--- src/sv/wsfd_pkg.sv ---
// ----------------------------------------------------------------------------
// wsfd_pkg
// Types, codes and helpers shared by the WebSocket unmask / base64 decoder.
// ----------------------------------------------------------------------------
package wsfd_pkg;

	localparam logic [3:0] OP_TEXT   = 4'h1;
	localparam logic [3:0] OP_BINARY = 4'h2;
	localparam logic [3:0] OP_CLOSE  = 4'h8;

	localparam logic [6:0] LEN_EXT16 = 7'd126;
	localparam logic [6:0] LEN_EXT64 = 7'd127;

	typedef enum logic [2:0] {
		PH_FIRST   = 3'd0,
		PH_SECOND  = 3'd1,
		PH_EXTLEN  = 3'd2,
		PH_KEY     = 3'd3,
		PH_PAYLOAD = 3'd4
	} phase_t;

	typedef enum logic [1:0] {
		EV_NONE  = 2'd0,
		EV_DONE  = 2'd1,
		EV_CLOSE = 2'd2,
		EV_ERROR = 2'd3
	} event_t;

	typedef enum logic [2:0] {
		ERR_NONE     = 3'd0,
		ERR_LEN64    = 3'd1,
		ERR_UNMASKED = 3'd2,
		ERR_BADCHAR  = 3'd3,
		ERR_SHORT    = 3'd4,
		ERR_LEFTOVER = 3'd5
	} err_t;

	typedef enum logic [1:0] {
		PAD_NONE = 2'd0,
		PAD_ONE  = 2'd1,
		PAD_DONE = 2'd2
	} pad_t;

	typedef struct packed {
		logic [1:0] qpos;
		logic [7:0] carry;
		pad_t       pad;
		logic       text_ended;
	} dec_state_t;

	typedef struct packed {
		dec_state_t nxt;
		logic       has;
		logic [7:0] ob;
		logic       bad;
	} dec_out_t;

	typedef struct packed {
		logic       has_byte;
		logic [7:0] out_byte;
		event_t     event_res;
		logic [3:0] event_opcode;
		err_t       error_code;
	} res_t;

	// bit 6 set when the character is in the base64 alphabet
	function automatic logic [6:0] sextet(input logic [7:0] c);
		logic [6:0] r;
		r = '0;
		if (c >= "A" && c <= "Z") begin
			r = {1'b1, 6'(c - 8'h41)};
		end else if (c >= "a" && c <= "z") begin
			r = {1'b1, 6'(c - 8'h61 + 8'd26)};
		end else if (c >= "0" && c <= "9") begin
			r = {1'b1, 6'(c - 8'h30 + 8'd52)};
		end else if (c == "+") begin
			r = {1'b1, 6'd62};
		end else if (c == "/") begin
			r = {1'b1, 6'd63};
		end
		return r;
	endfunction

endpackage

--- src/sv/wsfd_if.sv ---
// ----------------------------------------------------------------------------
// wsfd_if
// Valid/ready channels of the decoder: raw stream bytes in, results out.
// ----------------------------------------------------------------------------
interface wsfd_in_if;
	logic       valid;
	logic       ready;
	logic [7:0] in_byte;

	modport source (output valid, output in_byte, input ready);
	modport sink   (input valid, input in_byte, output ready);
endinterface

interface wsfd_out_if;
	logic       valid;
	logic       ready;
	logic       has_byte;
	logic [7:0] out_byte;
	logic [1:0] event_res;
	logic [3:0] event_opcode;
	logic [2:0] error_code;

	modport source (output valid, output has_byte, output out_byte, output event_res,
		output event_opcode, output error_code, input ready);
	modport sink   (input valid, input has_byte, input out_byte, input event_res,
		input event_opcode, input error_code, output ready);
endinterface

--- src/sv/ws_frame_unmask_base64_decoder.sv ---
// ----------------------------------------------------------------------------
// ws_frame_unmask_base64_decoder
// WebSocket client frame parser with payload unmasking and base64 decoding.
// ----------------------------------------------------------------------------
// Usage:
//   frame   : sink of raw stream bytes, one byte per request.
//   decoded : source of results. A result carries a decoded byte (has_byte),
//             a frame event (data frame done, close seen, error) or both.
//             Header bytes, skipped frames and whitespace give no result.
//   A byte is held in an input register, then parsed, unmasked and decoded
//   in a single pass into the result register, which offers the result.
//   One byte is taken every cycle while the receiver does not stall; the
//   rate is set by the combinational header/decode pass.
//   When the receiver stalls the result register holds its contents and the
//   input stage stops taking bytes once it is full; nothing is dropped.
//   Reset clears the parser to expect a frame's first header byte. A close
//   frame or any error halts the block: further bytes are taken and ignored
//   until reset.
// ----------------------------------------------------------------------------
module ws_frame_unmask_base64_decoder import wsfd_pkg::*; (
	input  logic        clk,
	input  logic        arst_n,
	wsfd_in_if.sink     frame,
	wsfd_out_if.source  decoded
);

	// input stage
	logic       vld_s1;
	logic [7:0] byte_s1;

	// parser state
	phase_t          phase_q;
	logic [1:0]      cnt_q;
	logic [3:0]      opc_q;
	logic            mask_q;
	logic [15:0]     plen_q;
	logic [15:0]     pidx_q;
	logic [3:0][7:0] key_q;
	dec_state_t      dec_q;
	logic            skip_q;
	logic            halt_q;

	phase_t          phase_d;
	logic [1:0]      cnt_d;
	logic [3:0]      opc_d;
	logic            mask_d;
	logic [15:0]     plen_d;
	logic [15:0]     pidx_d;
	logic [3:0][7:0] key_d;
	dec_state_t      dec_d;
	logic            skip_d;
	logic            halt_d;

	// result register
	logic out_vld_q;
	res_t out_q;
	logic res_vld;
	res_t res;

	logic        out_free;
	logic        go;
	logic [7:0]  chr;
	dec_out_t    dec_o;
	logic [16:0] idx_inc;
	logic        last;
	logic        do_after_len;
	logic        do_hdr_done;
	logic [15:0] len_v;
	logic        mask_v;

	assign out_free    = !out_vld_q || decoded.ready;
	assign go          = vld_s1 && out_free;
	assign frame.ready = !vld_s1 || out_free;

	assign chr     = byte_s1 ^ key_q[pidx_q[1:0]];
	assign idx_inc = {1'b0, pidx_q} + 17'd1;
	assign last    = idx_inc >= {1'b0, plen_q};

	wsfd_b64 u_b64 (
		.chr (chr),
		.cur (dec_q),
		.res (dec_o)
	);

	always_comb begin
		phase_d      = phase_q;
		cnt_d        = cnt_q;
		opc_d        = opc_q;
		mask_d       = mask_q;
		plen_d       = plen_q;
		pidx_d       = pidx_q;
		key_d        = key_q;
		dec_d        = dec_q;
		skip_d       = skip_q;
		halt_d       = halt_q;
		res_vld      = 1'b0;
		res          = '0;
		do_after_len = 1'b0;
		do_hdr_done  = 1'b0;
		len_v        = plen_q;
		mask_v       = mask_q;

		if (!halt_q) begin
			case (phase_q)
				PH_FIRST: begin
					opc_d   = byte_s1[3:0];
					phase_d = PH_SECOND;
				end
				PH_SECOND: begin
					mask_d = byte_s1[7];
					mask_v = byte_s1[7];
					if (opc_q == OP_CLOSE) begin
						halt_d           = 1'b1;
						res_vld          = 1'b1;
						res.event_res    = EV_CLOSE;
						res.event_opcode = opc_q;
					end else if (byte_s1[6:0] == LEN_EXT64) begin
						halt_d           = 1'b1;
						res_vld          = 1'b1;
						res.event_res    = EV_ERROR;
						res.event_opcode = opc_q;
						res.error_code   = ERR_LEN64;
					end else if (byte_s1[6:0] == LEN_EXT16) begin
						plen_d  = '0;
						cnt_d   = '0;
						phase_d = PH_EXTLEN;
					end else begin
						plen_d       = {9'b0, byte_s1[6:0]};
						len_v        = {9'b0, byte_s1[6:0]};
						do_after_len = 1'b1;
					end
				end
				PH_EXTLEN: begin
					plen_d = {plen_q[7:0], byte_s1};
					len_v  = {plen_q[7:0], byte_s1};
					cnt_d  = cnt_q + 2'd1;
					if (cnt_q == 2'd1) begin
						do_after_len = 1'b1;
					end
				end
				PH_KEY: begin
					key_d[cnt_q] = byte_s1;
					cnt_d        = cnt_q + 2'd1;
					if (cnt_q == 2'd3) begin
						do_hdr_done = 1'b1;
					end
				end
				PH_PAYLOAD: begin
					pidx_d = idx_inc[15:0];
					if (skip_q) begin
						if (last) begin
							skip_d  = 1'b0;
							phase_d = PH_FIRST;
						end
					end else if (dec_o.bad) begin
						halt_d           = 1'b1;
						res_vld          = 1'b1;
						res.event_res    = EV_ERROR;
						res.event_opcode = opc_q;
						res.error_code   = ERR_BADCHAR;
					end else begin
						dec_d        = dec_o.nxt;
						res.has_byte = dec_o.has;
						res.out_byte = dec_o.has ? dec_o.ob : 8'h00;
						res_vld      = dec_o.has;
						if (last) begin
							phase_d          = PH_FIRST;
							res_vld          = 1'b1;
							res.event_opcode = opc_q;
							res.event_res    = EV_DONE;
							if (dec_o.nxt.pad == PAD_NONE && dec_o.nxt.qpos != 2'd0) begin
								res.error_code = ERR_SHORT;
							end else if (dec_o.nxt.pad == PAD_ONE) begin
								res.error_code = ERR_BADCHAR;
							end else if (dec_o.nxt.pad == PAD_DONE && dec_o.nxt.carry != 8'h00) begin
								res.error_code = ERR_LEFTOVER;
							end
							if (res.error_code != ERR_NONE) begin
								res.event_res = EV_ERROR;
								halt_d        = 1'b1;
							end
						end
					end
				end
				default: begin
					phase_d = PH_FIRST;
				end
			endcase

			if (do_after_len) begin
				cnt_d = '0;
				if (mask_v) begin
					key_d   = '0;
					phase_d = PH_KEY;
				end else begin
					do_hdr_done = 1'b1;
				end
			end

			if (do_hdr_done) begin
				pidx_d = '0;
				if (len_v == 16'd0) begin
					phase_d = PH_FIRST;
				end else if (opc_q != OP_TEXT && opc_q != OP_BINARY) begin
					skip_d  = 1'b1;
					phase_d = PH_PAYLOAD;
				end else if (!mask_v) begin
					halt_d           = 1'b1;
					res_vld          = 1'b1;
					res.event_res    = EV_ERROR;
					res.event_opcode = opc_q;
					res.error_code   = ERR_UNMASKED;
				end else begin
					skip_d  = 1'b0;
					dec_d   = '0;
					phase_d = PH_PAYLOAD;
				end
			end
		end
	end

	always_ff @(posedge clk or negedge arst_n) begin
		if (!arst_n) begin
			vld_s1 <= 1'b0;
		end else if (frame.ready) begin
			vld_s1 <= frame.valid;
		end
	end

	always_ff @(posedge clk) begin
		if (frame.ready && frame.valid) begin
			byte_s1 <= frame.in_byte;
		end
	end

	always_ff @(posedge clk or negedge arst_n) begin
		if (!arst_n) begin
			phase_q <= PH_FIRST;
			cnt_q   <= '0;
			opc_q   <= '0;
			mask_q  <= 1'b0;
			plen_q  <= '0;
			pidx_q  <= '0;
			key_q   <= '0;
			dec_q   <= '0;
			skip_q  <= 1'b0;
			halt_q  <= 1'b0;
		end else if (go) begin
			phase_q <= phase_d;
			cnt_q   <= cnt_d;
			opc_q   <= opc_d;
			mask_q  <= mask_d;
			plen_q  <= plen_d;
			pidx_q  <= pidx_d;
			key_q   <= key_d;
			dec_q   <= dec_d;
			skip_q  <= skip_d;
			halt_q  <= halt_d;
		end
	end

	always_ff @(posedge clk or negedge arst_n) begin
		if (!arst_n) begin
			out_vld_q <= 1'b0;
		end else if (out_free) begin
			out_vld_q <= go && res_vld;
		end
	end

	always_ff @(posedge clk) begin
		if (go && res_vld) begin
			out_q <= res;
		end
	end

	assign decoded.valid        = out_vld_q;
	assign decoded.has_byte     = out_q.has_byte;
	assign decoded.out_byte     = out_q.out_byte;
	assign decoded.event_res    = out_q.event_res;
	assign decoded.event_opcode = out_q.event_opcode;
	assign decoded.error_code   = out_q.error_code;

endmodule

--- src/sv/wsfd_b64.sv ---
// ----------------------------------------------------------------------------
// wsfd_b64
// One step of the base64 decoder for an unmasked payload character.
// ----------------------------------------------------------------------------
module wsfd_b64 import wsfd_pkg::*; (
	input  logic [7:0] chr,
	input  dec_state_t cur,
	output dec_out_t   res
);

	logic [6:0] sx;

	assign sx = sextet(chr);

	always_comb begin
		res     = '0;
		res.nxt = cur;
		if (!cur.text_ended) begin
			if (chr == 8'h00) begin
				res.nxt.text_ended = 1'b1;
			end else if (chr == 8'h20 || (chr >= 8'h09 && chr <= 8'h0d)) begin
				// whitespace skipped
			end else if (cur.pad == PAD_DONE) begin
				res.bad = 1'b1;
			end else if (cur.pad == PAD_ONE) begin
				if (chr != "=") begin
					res.bad = 1'b1;
				end else begin
					res.nxt.pad = PAD_DONE;
				end
			end else if (chr == "=") begin
				if (cur.qpos < 2'd2) begin
					res.bad = 1'b1;
				end else begin
					res.nxt.pad = (cur.qpos == 2'd2) ? PAD_ONE : PAD_DONE;
				end
			end else if (!sx[6]) begin
				res.bad = 1'b1;
			end else begin
				case (cur.qpos)
					2'd0: begin
						res.nxt.carry = {sx[5:0], 2'b00};
						res.nxt.qpos  = 2'd1;
					end
					2'd1: begin
						res.ob        = cur.carry | {6'b0, sx[5:4]};
						res.nxt.carry = {sx[3:0], 4'b0};
						res.has       = 1'b1;
						res.nxt.qpos  = 2'd2;
					end
					2'd2: begin
						res.ob        = cur.carry | {4'b0, sx[5:2]};
						res.nxt.carry = {sx[1:0], 6'b0};
						res.has       = 1'b1;
						res.nxt.qpos  = 2'd3;
					end
					default: begin
						res.ob        = cur.carry | {2'b0, sx[5:0]};
						res.nxt.carry = '0;
						res.has       = 1'b1;
						res.nxt.qpos  = 2'd0;
					end
				endcase
			end
		end
	end

endmodule

--- src/flat_wrapper.sv ---
// flat-port wrapper written by rule: the top's interface ports become plain ports
module ws_frame_unmask_base64_decoder_flat import wsfd_pkg::*;
  (clk, arst_n, frame_valid, frame_in_byte, frame_ready, decoded_valid, decoded_has_byte, decoded_out_byte, decoded_event_res, decoded_event_opcode, decoded_error_code, decoded_ready);
  wsfd_in_if frame_i ();
  wsfd_out_if decoded_i ();
  input  logic clk;
  input  logic arst_n;
  input wire logic [$bits(frame_i.valid)-1:0] frame_valid;
  input wire logic [$bits(frame_i.in_byte)-1:0] frame_in_byte;
  output wire logic [$bits(frame_i.ready)-1:0] frame_ready;
  output wire logic [$bits(decoded_i.valid)-1:0] decoded_valid;
  output wire logic [$bits(decoded_i.has_byte)-1:0] decoded_has_byte;
  output wire logic [$bits(decoded_i.out_byte)-1:0] decoded_out_byte;
  output wire logic [$bits(decoded_i.event_res)-1:0] decoded_event_res;
  output wire logic [$bits(decoded_i.event_opcode)-1:0] decoded_event_opcode;
  output wire logic [$bits(decoded_i.error_code)-1:0] decoded_error_code;
  input wire logic [$bits(decoded_i.ready)-1:0] decoded_ready;
  assign frame_i.valid = frame_valid;
  assign frame_i.in_byte = frame_in_byte;
  assign frame_ready = frame_i.ready;
  assign decoded_valid = decoded_i.valid;
  assign decoded_has_byte = decoded_i.has_byte;
  assign decoded_out_byte = decoded_i.out_byte;
  assign decoded_event_res = decoded_i.event_res;
  assign decoded_event_opcode = decoded_i.event_opcode;
  assign decoded_error_code = decoded_i.error_code;
  assign decoded_i.ready = decoded_ready;
  ws_frame_unmask_base64_decoder u_core (.clk(clk), .arst_n(arst_n), .frame(frame_i), .decoded(decoded_i));
endmodule
--- config.mk ---
export PLATFORM = sky130hd
export DESIGN_NAME = ws_frame_unmask_base64_decoder_flat
export DESIGN_NICKNAME = d
export VERILOG_FILES = /design/src/sv/wsfd_pkg.sv /design/src/sv/wsfd_if.sv /design/src/sv/ws_frame_unmask_base64_decoder.sv /design/src/sv/wsfd_b64.sv /design/src/flat_wrapper.sv
export SDC_FILE = /design/constraint.sdc
export NUM_CORES = 1
export LEC_CHECK = 0
export BUFFER_PORTS_ARGS = -buffer_cell sky130_fd_sc_hd__clkbuf_2
export CORE_ASPECT_RATIO = 1.2
export CORE_UTILIZATION = 45
export CTS_CLUSTER_SIZE = 8
export DETAILED_ROUTE_END_ITERATION = 10
export PLACE_DENSITY = 0.7
export SYNTH_ARGS = -nofsm -noshare
export SYNTH_HDL_FRONTEND = slang
export SYNTH_HIERARCHICAL = 1
export SYNTH_SLANG_ARGS = --single-unit
--- constraint.sdc ---
create_clock -name clk -period 10.6 [get_ports clk]
set_clock_uncertainty 0.1 [all_clocks]
set_input_delay 1.59 -clock clk [delete_from_list [all_inputs] [get_ports clk]]
set_output_delay 1.59 -clock clk [all_outputs]
set_load 0.01 [all_outputs]
* Yosys cells after proc, flatten, opt, wreduce, memory -nomap -nowiden
Index checks and enable logic that the tools add are counted.
Word-level totals: logic and storage cells 251, input port bits 12, output and inout bits 20, flip-flop bits (word level) 117
Operators by class: $lt $le $gt $ge 13, reductions and logical operators 35, equal/unequal tests 27, muxes and demuxes 137, bitwise logic cells 8, add/sub/neg operators 7
Operator list (count):
- $mux 16 | 8
- $mux 9 | 12
- $mux 32 | 3
- $mux 13 | 7
- $pmux 16 s2 | 2
- $mux 3 | 21
- $mux 10 | 5
- $mux 1 | 45
- $mux 7 | 6
- $mux 12 | 3
- $bwmux 32 | 1
- $eq 8x6->1 const B | 4
- $pmux 10 s3 | 1
- $pmux 9 s3 | 1
- $mux 23 | 1
- $mux 2 | 10
- $pmux 9 s2 | 1
- $add 16x1->17 const B | 1
- $ge 17x16->1 | 1
- $bmux 8 s2 | 1
- $demux 8 s2 | 1
- $ge 8x7->1 const B | 2
- $le 8x7->1 const B | 2
- $logic_not 16->1 | 1
- 51 further kinds | 87

* Depth between registers and ports, before layout
depth after elaboration 39, gate-level depth with buffers 19, mapped depth without buffers 16

* By module
The synthesis kept the hierarchy.
Modules (own cells, without submodules):
- ws_frame_unmask_base64_decoder | area each 6381.1 um^2, seq. area each 3057.9 um^2, instances 1, cells an instance 647
- wsfd_b64 | area each 1173.6 um^2, seq. area each 0.0 um^2, instances 1, cells an instance 173

* Worst setup path before layout
No wires, ideal clock.
path type reg2reg, from reg u_core.pidx_q[0], to reg u_core.out_q (netlist bit u_core/decoded.error_code[0]), enable pin, library setup time 404 ps, clock period less this slack 5234 ps, arrival 4730 ps, required time 10096 ps, setup slack 5366 ps, cell stages (with the launch flop) 15, cells stage by stage dfrtp_1 > buf_1 > mux4_2 > xnor2_1 > buf_2 > inv_1 > ha_1 > nor2b_1 > o21ai_1 > a21oi_2 > a2111oi_4 > buf_6 > nor2b_1 > o21ai_0 > a31oi_1
RTL lines:
- from (decl) | line ws_frame_unmask_base64_decoder.sv:37 | logic [15:0] pidx_q;
- from (signal assigned) | line ws_frame_unmask_base64_decoder.sv:254 | pidx_q <= pidx_d;
- to (signal assigned) | line ws_frame_unmask_base64_decoder.sv:272 | out_q <= res;
- to (decl) | line ws_frame_unmask_base64_decoder.sv:56 | res_t out_q;

==> results by group <==
Critical path
  • Top Family by Delay on Critical Path: simple AND/OR/NAND/NOR gates
  • CP max stage delay: 1050 ps
  • Worst Reg-to-Reg Cells: 13
  • Setup CP Type: flop to flop
  • Critical Path Fanout Max: 14
  • Slowest CP cell: nor3_1
  • Crit. End Element: flop
  • Cell chain of the critical path: mux4_2 > xnor2_1 > inv_1 > ha_1 > nor2b_1 > o21ai_1 > a21oi_2 > a22o_1 > a221oi_1 > nor2_1 > nor3_1 > and3_1 > and2_1
  • CP Depth: 13
  • Worst EP required: 10780 ps
  • CP Launch Type: flop
  • CP arrival: 5840 ps
  • Crit path buffers/inverters: 1

Yosys
  • Yosys reg bits: 117
  • Total nets after synthesis: 866
  • Post-Syn Area per Cell: 9.213 um^2
  • Fraction of registers with async set/reset: 0.7778
  • Dominant synthesized flop cell: dfrtp_1
  • Yosys top cell by area: dfrtp_1
  • Mapped cell area: 7555 um^2
  • Unique cell type count in the Yosys netlist: between 70 and 80
  • Area share of the largest cell type after synthesis: 0.3014
  • Register area share after synthesis: 0.4048
  • Syn. warnings: 6
  • Main area contributors after synthesis: dfrtp_1, edfxtp_1, ha_1, a21oi_1, nand2_1
  • Post-synthesis cell count: 820
  • EDFF count, synth: 26

STA
  • Final setup viols: 0
  • Post-route setup TNS: 0 ps
  • Count of pins over their slew limit: 0
  • Slew HR: 0.1497
  • RSZ-0062 raised after global routing: false
  • Fmax: 176.6 MHz
  • Least-Margin Pin Slew: 1266 ps
  • Period minus WS final: 5662 ps
  • Final-report hold violation count: 0
  • Period utilization: 0.5341
  • WHS: 409.8 ps

Detailed routing
  • Final wirelength: 18.84 mm
  • Final ANT Viol Nets: 0
  • DR iter-0 viols: 594
  • Routed vias/inst: just over 6
  • Via count: 6396
  • Remaining DRCs: 0
  • Routed len/inst: 17.79 um
  • First-pass detailed-route iteration total: 5

Place
  • Port buffer count: 31
  • RD Place Congestion: about 0.9
  • DPL Wire Length: 13.42 mm
  • DP Cell Count: 1027

Worst hold path
  • Hold Path Stages: 1
  • Tightest Hold Check Type: flop to flop

Cells and area
  • Commonest non-fill, non-tap cells in the layout: nand2_1, dfrtp_1, a21oi_1, o21ai_0, inv_1
  • Core Util, Final: 0.5178
  • Nets@finish: 880
  • Inserted Diodes: 0
  • Register area: 3058 um^2
  • Layout area overhead: 11.96%
  • Final std cells w/o fill: 1059
  • Layout cell share with drive strength beyond 1: 0.1263
  • Multi-input logic area: between 4000 and 5000 um^2
  • Commonest non-fill, non-tap cell in the layout: nand2_1
  • # fillers: 1522

CTS
  • Clk root buf: clkbuf_16
  • H-tree depth: 4
  • Postcts setup bufs: 0
  • Clock Latency Late Sink: about 420 ps
  • Clock transition at path regs: 50 ps
  • CTS tree: built
  • Post_cts resized: 0
  • TritonCTS buffer count: 17
  • Clock Tree Buf Depth: 2
  • Clk sink count: between 100 and 150
  • # hold bufs at CTS: 0

Die
  • Core area: 16340 um^2
  • Die Wd: 120.3 um
  • Initial core utilization: 0.4625
  • I/O pin cnt: 32
  • Die area: 17310 um^2
  • Die Y-Extent: 143.9 um
  • Row cnt: 51

Global route
  • Number of global-route vias before repair: 6043
  • GRT Overall Usage: 0.2286
  • Largest net degree at the start of global routing: 61
  • Initial antenna violation count: 0
  • First-pass GRT wire length: roughly 31 mm
  • Global route total overflow: 0

Job
  • Max-cap viol count: 0

Pwr
  • Total Power: around 2.2 mW
  • LEAKAGE: 3.618 nW
  • Max IR drop VDD: 0.1455 mV
  • Power per cell area: 258.8 nW/um^2

Status
  • Result of the run: finished clean
-- cell usage after synthesis, drive strengths merged (4+ instances only) --
| cell type | count |
|---|---|
| a221oi | 4 |
| xor2 | 13 |
| mux2i | 6 |
| buf | 16 |
| edfxtp | 26 |
| and2 | 13 |
| o211ai | 8 |
| nor2 | 32 |
| nor3b | 7 |
| a32oi | 4 |
| a21o | 5 |
| a22o | 11 |
| a31oi | 14 |
| mux4 | 8 |
| nand2b | 11 |
| nand3 | 46 |
| clkbuf | 29 |
| o21ai | 49 |
| o31ai | 15 |
| inv | 46 |
| nand4 | 13 |
| nand2 | 94 |
| nor3 | 21 |
| or2 | 6 |
| and3 | 24 |
| a32o | 9 |
| nor2b | 9 |
| a21oi | 75 |
| or3 | 4 |
| ha | 34 |
| xnor2 | 17 |
| a41oi | 4 |
| dfrtp | 91 |
| nor4 | 9 |
| a22oi | 4 |
-- final timing paths --
check / from / endpoint / slack, ps
max in group asynchronous: arst_n / u_core/opc_q[1]$_DFFE_PN0P_ / 8250
setup / recovery: u_core/pidx_q[0]$_DFFE_PN0P_ / u_core/decoded.out_byte[6]$_SDFFCE_PP0P_ / 4940
hold / removal: u_core/plen_q[11]$_DFFE_PN0P_ / u_core/plen_q[11]$_DFFE_PN0P_ / 410
hold reg to reg: u_core/plen_q[11]$_DFFE_PN0P_ / u_core/plen_q[11]$_DFFE_PN0P_ / 410
setup reg to reg: u_core/pidx_q[0]$_DFFE_PN0P_ / u_core/decoded.out_byte[6]$_SDFFCE_PP0P_ / 4940
min in group asynchronous: arst_n / u_core/dec_q[7]$_DFFE_PN0P_ / 1010
-- where the power goes --
part | internal, mW | switching [mW] | total, mW
Sequential | 0.566 | 0.133 | 0.699
Combinational | 0.346 | 0.564 | 0.910
Clock | 0.379 | 0.201 | 0.580
Total | 1.29 | 0.898 | 2.19
-- sequential cells by signal (all words and copies together) (netlist names), 2 cells and up --
signal	count
u_core/decoded.error_code	3
u_core/decoded.event_res	2
u_core/decoded.event_opcode	4
u_core/opc_q	4
u_core/phase_q	3
u_core/cnt_q	2
u_core/plen_q	16
u_core/byte_s1	8
u_core/decoded.out_byte	8
u_core/dec_q	13
u_core/pidx_q	16
u_core/key_q	32
-- per-stage QoR --
stage / worst slack, ps / instance area (um^2)
final: 4938 / 8458
after floorplan: 5366 / 7555
after CTS: 4966 / 8458
after detailed placement: 5012 / 7864
after global routing: 4425 / 8458
after global placement: 5235 / 7864
-- per-layer routing --
layer / global-route usage / up-vias / wire (um)
li1: - / 3054 / -
met1: 0.2959 / 3110 / 8213
met2: 0.3778 / 202 / 9304
met3: 0.04087 / 30 / 894
met4: 0.09292 / 0 / 428
met5: 0 / - / 0
-- cell families after synthesis --
logic type | share of synthesized area
buf+inv | 0.05068
xor+xnor | 0.03478
fa+ha+maj | 0.05631
mux | 0.03793
compound gates | 0.2078
simple gates | 0.2077
flops | 0.4048
-- layout make-up --
class | count | share of cell area
multi-input combinational | 612 | 0.4898
inverter | 46 | 0.02041
sequential | 117 | 0.3615
tap | 212 | 0.03136
timing repair buffer | 40 | 0.02663
clock buffer | 22 | 0.05488
clock inverter | 10 | 0.01538
(Power assumes the default switching activity.)
